===== src/hdl/fvn_pkg.sv =====
// Shared constants and types for the fractal value noise block.
`timescale 1ns / 1ps
package fvn_pkg;

  localparam int MAX_OCTAVES_DEF = 8;
  localparam int FRAC_BITS_DEF   = 16;

  // lattice hash constants
  localparam logic [31:0] HASH_Z_MUL   = 32'd57;
  localparam int          HASH_SHIFT   = 13;
  localparam logic [31:0] HASH_C1      = 32'd15731;
  localparam logic [31:0] HASH_C2      = 32'd789221;
  localparam logic [31:0] HASH_C3      = 32'd1376312589;
  localparam logic [31:0] HASH_MASK    = 32'h7fff_ffff;
  localparam logic [31:0] LATTICE_ONE  = 32'h4000_0000;

  localparam int          AMP_W        = 17;
  localparam logic [16:0] GAIN_ONE     = 17'd65536;
  localparam logic [16:0] GAIN_RST     = 17'd32768;
  localparam logic [3:0]  OCT_CNT_RST  = 4'd4;
  localparam int          CFG_IDX_W    = 8;
  localparam int          CFG_DATA_W   = 17;
  localparam int          NOISE_W      = 18;

  typedef enum logic [CFG_IDX_W-1:0] {
    CFG_OCTAVE_COUNT = 8'd0,
    CFG_PERSISTENCE  = 8'd1
  } cfg_idx_e;

  // per-octave control traveling beside the data
  typedef struct packed {
    logic             first;
    logic             last;
    logic [AMP_W-1:0] amp;
  } oct_side_t;

endpackage


===== src/hdl/fvn_hash.sv =====
// Three-stage pipelined 32-bit lattice hash producing a Q2.30 lattice value.
`timescale 1ns / 1ps
module fvn_hash (
  input  logic               clk_i,
  input  logic        [31:0] n_i,
  output logic signed [31:0] lattice_o
);
  import fvn_pkg::*;

  logic [31:0] n_a_q, sq_q, n_b_q, t_q;
  logic [31:0] h_w;

  assign h_w = (n_b_q * t_q + HASH_C3) & HASH_MASK;

  always_ff @(posedge clk_i) begin
    n_a_q     <= n_i;
    sq_q      <= n_i * n_i;
    n_b_q     <= n_a_q;
    t_q       <= sq_q * HASH_C1 + HASH_C2;
    lattice_o <= $signed(LATTICE_ONE - h_w);
  end

endmodule


===== config.mk =====
export PLATFORM = sky130hd
export DESIGN_NAME = fvn_hash
export DESIGN_NICKNAME = d
export VERILOG_FILES = /design/src/hdl/fvn_pkg.sv /design/src/hdl/fvn_hash.sv
export SDC_FILE = /design/constraint.sdc
export NUM_CORES = 2
export LEC_CHECK = 0
export ABC_AREA = 1
export BUFFER_PORTS_ARGS = -buffer_cell sky130_fd_sc_hd__buf_2
export CAP_MARGIN = 40
export CORE_UTILIZATION = 60
export DETAILED_ROUTE_END_ITERATION = 10
export HOLD_SLACK_MARGIN = 0.05
export PLACE_DENSITY = 0.77
export REMOVE_ABC_BUFFERS = 1
export SLEW_MARGIN = 20
export SYNTH_ARGS = -nofsm -noshare
export SYNTH_HDL_FRONTEND = slang
export SYNTH_SLANG_ARGS = --single-unit

===== constraint.sdc =====
create_clock -name clk_i -period 9.6 [get_ports clk_i]
set_input_delay 1.92 -clock clk_i [delete_from_list [all_inputs] [get_ports clk_i]]
set_output_delay 1.92 -clock clk_i [all_outputs]
set_load 0.005 [all_outputs]

; ---- After elaboration in Yosys (flattened, before gate mapping)
; Index checks and enable logic that the tools add are counted.
[word_totals]
output_inout_bits = 32
regBits = 160
[op_classes]
mul = 3
add_sub_neg = 3
[op_table]
columns = op, count
row1 = $add 32x20->32 const B, 1
row2 = $mul 32x14->32 const B, 1
row3 = $mul 32x32->31, 1
row4 = $mul 32x32->32, 1
row5 = $sub 31x31->32 const A, 1
row6 = $add 31x31->31 const B, 1

; ---- Depth between registers and ports, before layout
[logic_depth]
word_depth = 3
ltp_mapped = 36
mapped_depth_nobuf = 34

; ---- Least setup slack after synthesis
; No wires, ideal clock.
[synth_timing]
path_kind = input port to flip-flop
from = input port n_i[4]
to = register sq_q[28]
path_buffers = 2
stages = 29
setup_slack_ps = 1149
t_required_ps = 9473
arrival_time_ps = 8325
cell_sequence = clkbuf_1 clkbuf_1 nand2_1 fa_1 inv_1 fa_1 inv_1 fa_1 inv_1 fa_1 inv_1 fa_1 inv_1 fa_1 fa_1 inv_1 fa_1 inv_1 ha_1 nand2_1 nor2_1 and2_1 nand4_1 nand3_1 nand2_1 nand3_1 a21boi_0 o21ai_0 xor2_1
[synth_between]
elab_chain_cells = 1
[synth_rtl]
columns = item, line_no
row1 = start: declaration, fvn_hash.sv:5  ; input logic [31:0] n_i,
row2 = $mul 32x32->32, fvn_hash.sv:17  ; sq_q <= n_i * n_i;
row3 = end signal: assignment, fvn_hash.sv:17
row4 = end: declaration, fvn_hash.sv:10  ; logic [31:0] n_a_q, sq_q, n_b_q, t_q;
; No other way between the ends.

; ---- Worst setup path after layout
[layout_timing]
from = input port n_i[3]
to = register sq_q[30]
; Same word-level chain as after synthesis.

==> metrics.csv <==
metric,value,unit
drt first pass iters,7,
starting density of the core,61.0,%
area delta synth->final,4.65,%
"Top cell by count, worst path",fa_1,
number of gates resized after CTS,0,
# DRC,0,
ranking of synthesized cells by area,"fa_1, inv_1, ha_1",
most frequent cells in the layout,"inv_1, nand2_1, fa_1, ha_1, dfxtp_1",
yosys warns,0,
Fmax,118,MHz
top cell type's share of synthesized area,43.0,%
Final Hold Vio Count,0,
Post-synth EDFFs,0,
final setup violation count,0,
GP Congestion,0.940,
CTS Hold Bufs,0,
Main synth FF type,dfxtp_1,
post-CTS setup buffers,0,
outcome,finished clean,
max-cap violations,0,
Slew Limit Fails,0,
pin count of the biggest net entering global routing,33,
vias in the first global route,32301,
"most common cell after layout, fill and taps aside",inv_1,
all-layer global routing usage,29.1,%
Vias,30205,
Crit path arrival time,8.87,ns
Hold Path Class,flop to flop,
Worst Tran Pin Value,0.901,ns
fraction of layout cells with a size suffix above 1,3.30,%
wire per inst,15.8,µm
core area,66100,µm²
clock buffer depth,2,
Post-synth ARST share,0,%
DPL Wire Length,79.8,mm
y dimension of the die,261,µm
GRT overflow,0,
remaining antenna violation count after routing,0,
CTS tree,done,
Vias/cell,5.12,
WHS,0.320,ns
clock-pin slew on the worst setup and hold paths,0.07,ns
Die Width,261,µm
H-tree depth,4,
relative slew slack,39.9,%
Post-Syn Instances,5033,
final wirelength,93.4,mm
syn avg cell area,8.02,µm²
Final Skew,0.0120,ns
die footprint,68300,µm²
I/O pins,65,
register area share after synthesis,7.59,%
minimum clock period,8.50,ns
# clock sinks,153,
Detailed Route Iter0 Violations,1977,
leading area contributor after synthesis,fa_1,
Yosys cell types,42,
global-route wire length before repair,156,mm
CP endpoint kind,flop,
cts bufs inserted,17,
unrepaired setup endpoints after global routing,false,
critical path class,input port to flop,
clk root buf,clkbuf_16,
critical path required time,9.96,ns
Skew-Pair Late Insertion Delay,0.47,ns
FP Rows,94,
Nets,6313,
initial antenna violation count,2,
Netlist Area Pre-Place,40300,µm²
"Slowest-stage cell, CP",fa_1,
Setup TNS,0,ns
input/output buffers,63,
Max stage delay on crit path,0.55,ns
#FFs+latches synth,153,
Final Cycle Share,88.6,%
Crit Path Max Fanout,15,
critical path launch point type,input port,
## worst max-delay path, delay by kind of cell
family,cells,cell delay [ns]
compound gates,2,0.61
buf+inv,7,1.01
simple gates,10,1.09
fa+ha+maj,9,4.22
## through the flow
stage               cells  worst slack [ns]  utilization [%]  instance area (µm²)
finish               5899              1.10             63.9                42200
global route         5899             0.749             63.9                42200
CTS                  5893              1.14             63.8                42100
detailed placement   5861             0.674             62.9                41600
global placement     5855             0.775             62.7                41500
floorplan            4897              1.72                -                39800
## sequential cells by signal (all words and copies together), names as in the netlist
signal / flops
sq_q: 30
n_b_q: 31
lattice_o: 32
t_q: 30
n_a_q: 30
## final timing paths
kind / depth (start not counted) / start / slack (ns) / endpoint
setup / recovery: 28 / n_i[3] / 1.10 / sq_q[30]
hold / removal: 0 / n_a_q[27] / 0.32 / n_b_q[27]
setup reg to reg: 28 / n_b_q[10] / 1.80 / lattice_o[26]
hold reg to reg: 0 / n_a_q[27] / 0.32 / n_b_q[27]
## routing by layer
| metal | GRT usage (%) | vias up | routed length [µm] |
|---|---|---|---|
| met3 | 4.30 | 236 | 5510 |
| met4 | 11.1 | 2 | 3590 |
| li1 | - | 14144 | - |
| met1 | 35.6 | 14849 | 36600 |
| met5 | 0 | - | 27 |
| met2 | 51.8 | 974 | 47600 |
## cell type report
| class | count | area, µm² |
|---|---|---|
| clock buffer | 17 | 425 |
| inverter | 1673 | 6280 |
| timing repair buffer | 105 | 718 |
| clock inverter | 15 | 161 |
| sequential | 153 | 3070 |
| antenna | 1 | 2.50 |
| tap | 864 | 1080 |
| multi-input combinational | 3071 | 30500 |
| fill | 5535 | 23900 |
## cells by family after synthesis
group / synth area share (%)
flops: 7.59
simple gates: 15.3
other cells: 0.0186
compound gates: 2.03
fa+ha+maj: 55.2
buf+inv: 16.9
xor+xnor: 3.02
## cells in the mapped netlist (3+ instances only)
cell      number
a31oi_1        6
a21oi_1       73
nand2_2        6
nor2_4         3
fa_1         866
nor3_1        22
nand3_1      118
xnor2_1       57
dfxtp_1      153
nor2_1       104
o21ai_0       32
clkbuf_1     121
a21o_1         9
nor4_1         3
nand3_2        4
and2_1         3
o21bai_1      11
buf_2          4
or2_2          4
ha_1         393
xor2_1        82
nor2_2         3
nand3b_1      20
buf_1         13
nand2_1     1192
nand4_1       38
inv_1       1671
Power is left out: the tool's default activity adds up to more than one toggle a clock period on the data nets, which glitch-free logic cannot reach.
